===== src/g2d_pkg.sv =====
// Package for the packet deframer: byte roles, parser phases, control byte masks
// and the record type that moves through the queue. It has no dependencies.
`timescale 1ns / 1ps
`default_nettype none

package g2d_pkg;

  // Fields of the control byte.
  localparam logic [7:0] MASK_LENLEN   = 8'hC0;
  localparam logic [7:0] MASK_TYPELEN  = 8'h38;
  localparam logic [7:0] MASK_FLAGS    = 8'h07;
  localparam logic [7:0] FLAG_COMPOUND = 8'h04;
  localparam logic [7:0] FLAG_BIGEND   = 8'h02;

  localparam int unsigned LEN_W  = 24;
  localparam int unsigned TLEN_W = 4;

  typedef enum logic [2:0] {
    ROLE_TERM    = 3'd0,
    ROLE_CTRL    = 3'd1,
    ROLE_LEN     = 3'd2,
    ROLE_TYPE    = 3'd3,
    ROLE_PAYLOAD = 3'd4,
    ROLE_ERROR   = 3'd5
  } role_t;

  typedef enum logic [3:0] {
    PH_CTRL = 4'b0001,
    PH_LEN  = 4'b0010,
    PH_TYPE = 4'b0100,
    PH_PAY  = 4'b1000
  } phase_t;

  // One classified byte, as the front end hands it to the back end.
  typedef struct packed {
    logic [7:0]        data_byte;
    role_t             role;
    logic              first;
    logic              last;
    logic [LEN_W-1:0]  plen;
    logic [TLEN_W-1:0] tlen;
    logic              compound;
    logic              err;
  } rec_t;

  // Front end to queue.
  typedef struct packed {
    logic push;
    rec_t rec;
  } push_t;

  // Queue status.
  typedef struct packed {
    logic full;
    logic not_empty;
  } qstat_t;

endpackage

`default_nettype wire


===== src/g2d_if.sv =====
// Channel interfaces of the packet deframer: the raw byte input and the tagged
// byte output. Each carries valid, ready and payload. No dependencies.
`timescale 1ns / 1ps
`default_nettype none

interface g2d_in_if;
  logic       valid;
  logic       ready;
  logic [7:0] data_byte;
  logic       restart;

  modport source (output valid, output data_byte, output restart, input ready);
  modport sink (input valid, input data_byte, input restart, output ready);
endinterface

interface g2d_out_if;
  logic        valid;
  logic        ready;
  logic [7:0]  byte_echo;
  logic [2:0]  byte_role;
  logic        packet_first;
  logic        packet_last;
  logic [23:0] payload_length;
  logic [3:0]  type_length;
  logic        compound_flag;
  logic        error_flag;

  modport source (output valid, output byte_echo, output byte_role, output packet_first,
                  output packet_last, output payload_length, output type_length,
                  output compound_flag, output error_flag, input ready);
  modport sink (input valid, input byte_echo, input byte_role, input packet_first,
                input packet_last, input payload_length, input type_length,
                input compound_flag, input error_flag, output ready);
endinterface

`default_nettype wire


===== src/g2d_front.sv =====
// Front end of the packet deframer: accepts bytes, tracks the framing state and
// classifies each byte into a record. Depends on g2d_pkg.
`timescale 1ns / 1ps
`default_nettype none

module g2d_front
  import g2d_pkg::*;
(
  input  wire logic       clk,
  input  wire logic       rst_n,
  input  wire logic       in_valid,
  output logic            in_ready,
  input  wire logic [7:0] in_data_byte,
  input  wire logic       in_restart,
  input  wire qstat_t     q_stat,
  output push_t           q_push
);

  phase_t            phase_r, phase_nxt;
  logic [1:0]        lbl_r, lbl_nxt;     // length bytes left
  logic [1:0]        lidx_r, lidx_nxt;   // length byte index
  logic [LEN_W-1:0]  acc_r, acc_nxt;
  logic [TLEN_W-1:0] tbl_r, tbl_nxt;     // type bytes left
  logic [TLEN_W-1:0] tsize_r, tsize_nxt;
  logic [LEN_W-1:0]  pleft_r, pleft_nxt;
  logic              comp_r, comp_nxt;
  logic              err_r, err_nxt;

  role_t role;
  logic  first, last, fixed;
  logic  accept;

  assign in_ready = !q_stat.full;
  assign accept   = in_valid && in_ready;

  always_comb begin
    phase_nxt = phase_r;
    lbl_nxt   = lbl_r;
    lidx_nxt  = lidx_r;
    acc_nxt   = acc_r;
    tbl_nxt   = tbl_r;
    tsize_nxt = tsize_r;
    pleft_nxt = pleft_r;
    comp_nxt  = comp_r;
    err_nxt   = err_r;
    role      = ROLE_ERROR;
    first     = 1'b0;
    last      = 1'b0;
    fixed     = 1'b1;

    // Restart drops the partial packet and the held error before classifying.
    if (in_restart) begin
      phase_nxt = PH_CTRL;
      lbl_nxt   = '0;
      lidx_nxt  = '0;
      acc_nxt   = '0;
      tbl_nxt   = '0;
      tsize_nxt = TLEN_W'(1);
      pleft_nxt = '0;
      comp_nxt  = 1'b0;
      err_nxt   = 1'b0;
    end

    if (err_nxt) begin
      role = ROLE_ERROR;
    end else begin
      unique case (phase_nxt)
        PH_CTRL: begin
          if (in_data_byte == 8'h00) begin
            role = ROLE_TERM;
          end else if ((in_data_byte & FLAG_BIGEND) != 8'h00) begin
            // Big-endian packets are not supported; hold the error.
            err_nxt   = 1'b1;
            phase_nxt = PH_CTRL;
            lbl_nxt   = '0;
            lidx_nxt  = '0;
            acc_nxt   = '0;
            tbl_nxt   = '0;
            tsize_nxt = TLEN_W'(1);
            pleft_nxt = '0;
            comp_nxt  = 1'b0;
            role      = ROLE_ERROR;
          end else begin
            lbl_nxt   = 2'((in_data_byte & MASK_LENLEN) >> 6);
            lidx_nxt  = '0;
            acc_nxt   = '0;
            tsize_nxt = TLEN_W'((in_data_byte & MASK_TYPELEN) >> 3) + TLEN_W'(1);
            tbl_nxt   = tsize_nxt;
            comp_nxt  = ((in_data_byte & MASK_FLAGS & FLAG_COMPOUND) != 8'h00);
            pleft_nxt = '0;
            phase_nxt = (lbl_nxt != 2'd0) ? PH_LEN : PH_TYPE;
            role      = ROLE_CTRL;
            first     = 1'b1;
            fixed     = 1'b0;
          end
        end
        PH_LEN: begin
          // Little-endian length field, one byte lane per index.
          unique case (lidx_nxt)
            2'd0:    acc_nxt = acc_nxt | {16'h0000, in_data_byte};
            2'd1:    acc_nxt = acc_nxt | {8'h00, in_data_byte, 8'h00};
            2'd2:    acc_nxt = acc_nxt | {in_data_byte, 16'h0000};
            default: acc_nxt = acc_nxt;
          endcase
          lidx_nxt = lidx_nxt + 2'd1;
          lbl_nxt  = lbl_nxt - 2'd1;
          if (lbl_nxt == 2'd0) begin
            phase_nxt = PH_TYPE;
          end
          role  = ROLE_LEN;
          fixed = 1'b0;
        end
        PH_TYPE: begin
          tbl_nxt = tbl_nxt - TLEN_W'(1);
          if (tbl_nxt == '0) begin
            pleft_nxt = acc_nxt;
            if (acc_nxt == '0) begin
              last      = 1'b1;
              phase_nxt = PH_CTRL;
            end else begin
              phase_nxt = PH_PAY;
            end
          end
          role  = ROLE_TYPE;
          fixed = 1'b0;
        end
        PH_PAY: begin
          pleft_nxt = pleft_nxt - LEN_W'(1);
          if (pleft_nxt == '0) begin
            last      = 1'b1;
            phase_nxt = PH_CTRL;
          end
          role  = ROLE_PAYLOAD;
          fixed = 1'b0;
        end
        default: begin
          phase_nxt = PH_CTRL;
          role      = ROLE_ERROR;
        end
      endcase
    end
  end

  always_comb begin
    q_push.push              = accept;
    q_push.rec.data_byte     = in_data_byte;
    q_push.rec.role          = role;
    q_push.rec.first         = first;
    q_push.rec.last          = last;
    q_push.rec.plen          = fixed ? '0 : acc_nxt;
    q_push.rec.tlen          = fixed ? TLEN_W'(1) : tsize_nxt;
    q_push.rec.compound      = fixed ? 1'b0 : comp_nxt;
    q_push.rec.err           = err_nxt;
  end

  always_ff @(posedge clk) begin
    if (!rst_n) begin
      phase_r <= PH_CTRL;
      lbl_r   <= '0;
      lidx_r  <= '0;
      acc_r   <= '0;
      tbl_r   <= '0;
      tsize_r <= TLEN_W'(1);
      pleft_r <= '0;
      comp_r  <= 1'b0;
      err_r   <= 1'b0;
    end else if (accept) begin
      phase_r <= phase_nxt;
      lbl_r   <= lbl_nxt;
      lidx_r  <= lidx_nxt;
      acc_r   <= acc_nxt;
      tbl_r   <= tbl_nxt;
      tsize_r <= tsize_nxt;
      pleft_r <= pleft_nxt;
      comp_r  <= comp_nxt;
      err_r   <= err_nxt;
    end
  end

  // A packet can only open on a control byte.
  a_first_is_ctrl: assert property (@(posedge clk) disable iff (!rst_n)
    q_push.push && q_push.rec.first |-> q_push.rec.role == ROLE_CTRL)
    else $error("packet opened on a non-control byte");

  // Once the error is held, only a restart clears it.
  a_err_sticky: assert property (@(posedge clk) disable iff (!rst_n)
    $past(err_r) && !$past(accept && in_restart) |-> err_r)
    else $error("held error cleared without restart");

  // The type counter is never zero while type bytes are expected.
  a_type_count: assert property (@(posedge clk) disable iff (!rst_n)
    phase_r == PH_TYPE |-> tbl_r != '0)
    else $error("type phase with no type bytes left");

endmodule

`default_nettype wire


===== src/g2d_queue.sv =====
// Two-entry queue between the front and back ends of the packet deframer.
// Depends on g2d_pkg.
`timescale 1ns / 1ps
`default_nettype none

module g2d_queue
  import g2d_pkg::*;
(
  input  wire logic  clk,
  input  wire logic  rst_n,
  input  wire push_t q_push,
  input  wire logic  pop,
  output qstat_t     q_stat,
  output rec_t       head
);

  rec_t       ent_r [2];
  logic       wp_r, rp_r;
  logic [1:0] cnt_r, cnt_nxt;

  assign q_stat.full      = (cnt_r == 2'd2);
  assign q_stat.not_empty = (cnt_r != 2'd0);
  assign head             = ent_r[rp_r];

  always_comb begin
    cnt_nxt = cnt_r;
    if (q_push.push && !pop) begin
      cnt_nxt = cnt_r + 2'd1;
    end else if (pop && !q_push.push) begin
      cnt_nxt = cnt_r - 2'd1;
    end
  end

  always_ff @(posedge clk) begin
    if (!rst_n) begin
      wp_r  <= 1'b0;
      rp_r  <= 1'b0;
      cnt_r <= '0;
    end else begin
      if (q_push.push) begin
        wp_r <= !wp_r;
      end
      if (pop) begin
        rp_r <= !rp_r;
      end
      cnt_r <= cnt_nxt;
    end
  end

  always_ff @(posedge clk) begin
    if (q_push.push) begin
      ent_r[wp_r] <= q_push.rec;
    end
  end

  a_no_overflow: assert property (@(posedge clk) disable iff (!rst_n)
    q_push.push |-> !q_stat.full)
    else $error("push into full queue");

  a_no_underflow: assert property (@(posedge clk) disable iff (!rst_n)
    pop |-> q_stat.not_empty)
    else $error("pop from empty queue");

  a_count_ptrs: assert property (@(posedge clk) disable iff (!rst_n)
    (cnt_r == 2'd1) == (wp_r != rp_r))
    else $error("queue count disagrees with pointers");

endmodule

`default_nettype wire


===== src/g2d_back.sv =====
// Back end of the packet deframer: pulls classified records from the queue into
// the output register and drives the result channel. Depends on g2d_pkg.
`timescale 1ns / 1ps
`default_nettype none

module g2d_back
  import g2d_pkg::*;
(
  input  wire logic   clk,
  input  wire logic   rst_n,
  input  wire qstat_t q_stat,
  input  wire rec_t   head,
  output logic        pop,
  g2d_out_if.source   out_ch
);

  logic ovalid_r;
  rec_t orec_r;

  // Refill the output register when it is empty or being drained.
  assign pop = q_stat.not_empty && (!ovalid_r || out_ch.ready);

  always_ff @(posedge clk) begin
    if (!rst_n) begin
      ovalid_r <= 1'b0;
    end else if (pop) begin
      ovalid_r <= 1'b1;
    end else if (out_ch.ready) begin
      ovalid_r <= 1'b0;
    end
  end

  always_ff @(posedge clk) begin
    if (pop) begin
      orec_r <= head;
    end
  end

  assign out_ch.valid          = ovalid_r;
  assign out_ch.byte_echo      = orec_r.data_byte;
  assign out_ch.byte_role      = orec_r.role;
  assign out_ch.packet_first   = orec_r.first;
  assign out_ch.packet_last    = orec_r.last;
  assign out_ch.payload_length = orec_r.plen;
  assign out_ch.type_length    = orec_r.tlen;
  assign out_ch.compound_flag  = orec_r.compound;
  assign out_ch.error_flag     = orec_r.err;

  a_hold_on_stall: assert property (@(posedge clk) disable iff (!rst_n)
    ovalid_r && !out_ch.ready |=> ovalid_r && $stable(orec_r))
    else $error("output changed while stalled");

  a_error_role: assert property (@(posedge clk) disable iff (!rst_n)
    ovalid_r && orec_r.err |-> orec_r.role == ROLE_ERROR)
    else $error("error held but role is not error");

  a_first_last_excl: assert property (@(posedge clk) disable iff (!rst_n)
    ovalid_r && orec_r.first |-> !orec_r.last)
    else $error("control byte marked as last");

endmodule

`default_nettype wire


===== src/g2_packet_deframer_core.sv =====
// Top level of the packet deframer: front end, two-entry queue and back end.
// Depends on g2d_pkg, g2d_if, g2d_front, g2d_queue and g2d_back.
//
//   Channel  Direction  Handshake      Carries
//   in_ch    input      valid/ready    data_byte, restart
//   out_ch   output     valid/ready    byte_echo, byte_role, packet_first, packet_last,
//                                      payload_length, type_length, compound_flag,
//                                      error_flag
//
// One byte is accepted per clock while in_ch.ready is high; each yields exactly one
// tagged transaction. The front end classifies a byte in the cycle it is accepted, so
// its framing state is ready for the next byte at once. The record then reaches out_ch
// through the two-entry queue and the output register, which absorb stalls: in_ch.ready
// drops only when out_ch has been stalled long enough to fill the queue.
// Reset (rst_n low, synchronous) returns the parser to expecting a control byte,
// clears the held error and empties the queue.
`timescale 1ns / 1ps
`default_nettype none

module g2_packet_deframer_core
  import g2d_pkg::*;
(
  input  wire logic clk,
  input  wire logic rst_n,
  g2d_in_if.sink    in_ch,
  g2d_out_if.source out_ch
);

  push_t  q_push;
  qstat_t q_stat;
  rec_t   head;
  logic   pop;

  // Front end: tracks control, length, type and payload phases.
  g2d_front u_front (
    .clk          (clk),
    .rst_n        (rst_n),
    .in_valid     (in_ch.valid),
    .in_ready     (in_ch.ready),
    .in_data_byte (in_ch.data_byte),
    .in_restart   (in_ch.restart),
    .q_stat       (q_stat),
    .q_push       (q_push)
  );

  // Queue decouples classification from delivery.
  g2d_queue u_queue (
    .clk    (clk),
    .rst_n  (rst_n),
    .q_push (q_push),
    .pop    (pop),
    .q_stat (q_stat),
    .head   (head)
  );

  // Back end: output register feeding out_ch.
  g2d_back u_back (
    .clk    (clk),
    .rst_n  (rst_n),
    .q_stat (q_stat),
    .head   (head),
    .pop    (pop),
    .out_ch (out_ch)
  );

endmodule

`default_nettype wire

===== src/flat_wrapper.sv =====
// flat-port wrapper written by rule: the top's interface ports become plain ports
module g2_packet_deframer_core_flat import g2d_pkg::*;
  (clk, rst_n, in_ch_valid, in_ch_data_byte, in_ch_restart, in_ch_ready, out_ch_valid, out_ch_byte_echo, out_ch_byte_role, out_ch_packet_first, out_ch_packet_last, out_ch_payload_length, out_ch_type_length, out_ch_compound_flag, out_ch_error_flag, out_ch_ready);
  g2d_in_if in_ch_i ();
  g2d_out_if out_ch_i ();
  input  wire logic clk;
  input  wire logic rst_n;
  input wire logic [$bits(in_ch_i.valid)-1:0] in_ch_valid;
  input wire logic [$bits(in_ch_i.data_byte)-1:0] in_ch_data_byte;
  input wire logic [$bits(in_ch_i.restart)-1:0] in_ch_restart;
  output wire logic [$bits(in_ch_i.ready)-1:0] in_ch_ready;
  output wire logic [$bits(out_ch_i.valid)-1:0] out_ch_valid;
  output wire logic [$bits(out_ch_i.byte_echo)-1:0] out_ch_byte_echo;
  output wire logic [$bits(out_ch_i.byte_role)-1:0] out_ch_byte_role;
  output wire logic [$bits(out_ch_i.packet_first)-1:0] out_ch_packet_first;
  output wire logic [$bits(out_ch_i.packet_last)-1:0] out_ch_packet_last;
  output wire logic [$bits(out_ch_i.payload_length)-1:0] out_ch_payload_length;
  output wire logic [$bits(out_ch_i.type_length)-1:0] out_ch_type_length;
  output wire logic [$bits(out_ch_i.compound_flag)-1:0] out_ch_compound_flag;
  output wire logic [$bits(out_ch_i.error_flag)-1:0] out_ch_error_flag;
  input wire logic [$bits(out_ch_i.ready)-1:0] out_ch_ready;
  assign in_ch_i.valid = in_ch_valid;
  assign in_ch_i.data_byte = in_ch_data_byte;
  assign in_ch_i.restart = in_ch_restart;
  assign in_ch_ready = in_ch_i.ready;
  assign out_ch_valid = out_ch_i.valid;
  assign out_ch_byte_echo = out_ch_i.byte_echo;
  assign out_ch_byte_role = out_ch_i.byte_role;
  assign out_ch_packet_first = out_ch_i.packet_first;
  assign out_ch_packet_last = out_ch_i.packet_last;
  assign out_ch_payload_length = out_ch_i.payload_length;
  assign out_ch_type_length = out_ch_i.type_length;
  assign out_ch_compound_flag = out_ch_i.compound_flag;
  assign out_ch_error_flag = out_ch_i.error_flag;
  assign out_ch_i.ready = out_ch_ready;
  g2_packet_deframer_core u_core (.clk(clk), .rst_n(rst_n), .in_ch(in_ch_i), .out_ch(out_ch_i));
endmodule

===== config.mk =====
export PLATFORM = sky130hd
export DESIGN_NAME = g2_packet_deframer_core_flat
export DESIGN_NICKNAME = d
export VERILOG_FILES = /design/src/g2d_pkg.sv /design/src/g2d_if.sv /design/src/g2d_front.sv /design/src/g2d_queue.sv /design/src/g2d_back.sv /design/src/g2_packet_deframer_core.sv /design/src/flat_wrapper.sv
export SDC_FILE = /design/constraint.sdc
export NUM_CORES = 1
export LEC_CHECK = 0
export BUFFER_PORTS_ARGS = -buffer_cell sky130_fd_sc_hd__buf_2
export CAP_MARGIN = 20
export CORE_ASPECT_RATIO = 1.1
export CORE_MARGIN = 1.5
export CORE_UTILIZATION = 35
export DETAILED_ROUTE_END_ITERATION = 10
export GPL_ROUTABILITY_DRIVEN = 0
export MAX_ROUTING_LAYER = met4
export SLEW_MARGIN = 25
export SYNTH_ARGS = -nofsm -noshare
export SYNTH_HDL_FRONTEND = slang
export SYNTH_SLANG_ARGS = --single-unit
export TNS_END_PERCENT = 100

===== constraint.sdc =====
create_clock -name clk -period 10.85 [get_ports clk]
set_input_delay 1.085 -clock clk [delete_from_list [all_inputs] [get_ports clk]]
set_output_delay 1.085 -clock clk [all_outputs]
set_load 0.02 [all_outputs]

==> summary.txt <==
Run status
  – Outcome: finished clean

Die
  – Starting Density: 0.356
  – Die Span Y: 174 um
  – Die Area: 27500 um^2
  – I/O pins: 58
  – Core region area: 26100 um^2
  – Die X: 158 um
  – Num rows: 62

Timing
  – Final period demand of the worst path: 5.08 ns
  – Post-route setup TNS: 0 ns
  – Final Hold Vio Count: 0
  – Unrepaired setup endpoints after global routing: no
  – Slew margin rel.: 0.355
  – Final max-slew violation count: 0
  – Max Freq: 197 MHz
  – Period utilisation layout: 0.468
  – Final worst clock skew: 0.00890 ns
  – Least-Margin Pin Slew: 0.968 ns
  – Endpoints failing setup: 0

Worst setup path
  – Worst Reg-to-Reg Cells: 6
  – Startpoint Class: input pin
  – Critical path arrival: 5.46 ns
  – Critical path peak fanout: 48
  – Crit Reg-Reg Startpoint: u_core.u_queue.cnt_r[0]
  – Worst r2r dst: u_core.u_front.acc_r[3]
  – Worst Setup End Kind: flop
  – Flop-to-flop setup slack: 7.45 ns
  – CP required: 11.22 ns
  – Worst Path Class, Setup: input pin to flop

Finish
  – Finished Core Util: 0.400
  – Layout cell share with drive strength beyond 1: 0.185
  – Post-route cell area: 10400 um^2
  – Syn-to-layout area delta: 12.4%
  – Number of diodes: 0
  – # nets final: 891

CTS
  – Worst-Skew Late Latency: 0.43 ns
  – CTS root buffer: clkbuf_16
  – Resized cells post-CTS: 0
  – Post-CTS setup buffer count: 0
  – Clock transition at the registers of the reported paths: 0.07 ns
  – CTS H-tree lvls: 4
  – Clock tree buffer depth: 2
  – Clock buffer count from CTS: 17
  – Sink Count: 200
  – CTS tree: built
  – Cts hold-fix bufs: 0

Yosys
  – Synth Warn #: 0
  – Mapped cell area: 9290 um^2
  – Netlist cell types: 78
  – Area leader, netlist: edfxtp_1
  – Asr flop ratio synth: 0
  – Post-synth top cells: 129 x edfxtp_1, 95 x nor2_1, 71 x dfxtp_1, 59 x nand2_1, 53 x a22oi_1
  – Register area share after synthesis: 0.570
  – Avg Cell Area, Syn: 11.0 um^2
  – Synthesized flop and latch total: 200
  – Top-area cell type share of the netlist area: 0.417
  – Post-Syn Instances: 842
  – Synth area leaders: edfxtp_1 42%, dfxtp_1 15%, mux2_2 5.2%
  – Synth Flop Type: edfxtp_1
  – Count leader, synth: edfxtp_1
  – Syn Nets: 866
  – Number of flops mapped to enable cells by yosys: 129

Global routing
  – Largest net degree at the start of global routing: 49
  – Total grt overflow: 0
  – Vias in the first global route: 6447
  – GRT Overall Usage: 0.172
  – First-pass GRT wire length: 35.5 mm
  – Initial antenna violation count: 0

Hold path
  – Hold EP: u_core.u_front.tsize_r[0]
  – HP Start: u_core.u_front.tsize_r[0]
  – WHS Path Cells: 2
  – Worst min-delay path category: flop to flop

Drt
  – WL/cell: 18.0 um
  – Post-route ant nets: 0
  – Pre-antenna DRT Iters: 6
  – Initial detailed-routing violation count: 726
  – Vias per cell: 5.46
  – Drt drc: 0
  – Final wirelength: 22.1 mm
  – Vias: 6728

Placed design
  – Placed standard-cell area: 9800 um^2
  – IO Port Bufs: 57
  – Post-detail-place hpwl: 14.9 mm

Flow run
  – Max-cap violations: 0

Pwr
  – Pwr dens: 218 nW/um^2
  – Peak supply drop: 0.101 mV
  – Pleak: 3.64 nW
[per-layer routing]
metal	share of wire	GRT usage
met5	0	-
met4	0.024	0.0748
met3	0.048	0.0283
met2	0.48	0.261
met1	0.45	0.225
[final cells by class]
class	instances	area (um^2)
clock buffers	17	425
clock inverters	15	210
fillers	2509	15600
inverters	12	45.0
multi-input cells	572	3680
flip-flops and latches	200	5300
well taps	352	440
repair buffers	64	338
[worst max-delay path by stage]
stage | to | depth (start not counted) | slack (ns) | from
2_1_floorplan | u_core.u_front.phase_r[0] | 14 | 6.51 | in_ch_restart
3_3_place_gp | u_core.u_front.phase_r[0] | 13 | 5.52 | in_ch_restart
3_5_place_dp | u_core.u_front.phase_r[0] | 13 | 5.43 | in_ch_restart
4_1_cts | u_core.u_front.phase_r[0] | 13 | 5.90 | in_ch_restart
5_1_grt | u_core.u_queue.ent_r[0][30] | 13 | 5.54 | in_ch_restart
6_report | u_core.u_front.phase_r[0] | 13 | 5.77 | in_ch_restart
[power breakdown]
part | switching, mW | internal [mW] | leakage [nW]
Combinational | 0.350 | 0.181 | 1.53
Sequential | 0.0689 | 1.00 | 1.81
Clock | 0.303 | 0.374 | 0.307
Total | 0.722 | 1.56 | 3.64
[cells by family (layout without fill, tap and decap cells)]
group                    Yosys count  after routing  synth area share
AND/OR/NAND/NOR                  294            294             0.162
multiplexers                      45             45            0.0543
buffers and inverters             70            108            0.0361
adder cells (fa/ha/maj)           11             11            0.0148
AO/OA/AOI/OAI                    204            204             0.146
flip-flops                       200            200             0.570
XOR/XNOR                          18             18            0.0170
[worst max-delay path, stage by stage]
cell	delay, ns
buf_2	0.07
buf_4	0.41
clkinv_1	0.61
buf_4	0.43
nand2_1	0.13
ha_1	0.52
or4b_4	0.55
or4b_1	0.52
o211a_1	0.25
nor4_2	0.21
nand4_1	0.16
or3_1	0.40
nand3_1	0.08
[state kept, by name, summed over array words and instances (netlist names), 2 cells and up]
| register | flops |
|---|---|
| u_core.u_front.tsize_r | 4 |
| u_core.u_front.lbl_r | 2 |
| u_core.u_back.out_ch.payload_length | 24 |
| u_core.u_front.tbl_r | 4 |
| u_core.u_front.phase_r | 4 |
| u_core.u_back.out_ch.type_length | 4 |
| u_core.u_queue.ent_r | 86 |
| u_core.u_front.pleft_r | 24 |
| u_core.u_front.lidx_r | 2 |
| u_core.u_back.out_ch.byte_echo | 8 |
| u_core.u_back.out_ch.byte_role | 3 |
| u_core.u_queue.cnt_r | 2 |
| u_core.u_front.acc_r | 24 |
[cell usage in the layout (no fill, tap or decap), types with 5 or more instances in the layout]
cell type and n:
edfxtp_1 129, nor2_1 93, dfxtp_1 70, nand2_1 59, buf_2 57, a22oi_1 53, a21oi_1 45, mux2_2 43
o21ai_0 42, nor3_1 21, nor4_1 21, clkbuf_16 17, nand3_1 16, nor2b_1 13, xor2_1 11, ha_1 11
inv_1 8, nand4_1 8, nand2b_1 7, xnor2_1 7, or3_1 7, buf_4 7, and3_1 6, and2_1 5
a22o_1 5, a31oi_1 5, a211oi_1 5
[stage by stage]
step	total power [mW]	hold WS, ns	std cells	setup slack (ns)
after floorplan	1.46	0.434	842	6.51
after global placement	1.61	0.455	1200	5.52
after detailed placement	1.62	0.463	1200	5.43
after CTS	2.30	0.480	1232	5.90
after global routing	2.39	0.499	1232	5.54
final	2.28	0.479	1232	5.77
Note: power is estimated with default switching activity, not from simulation.
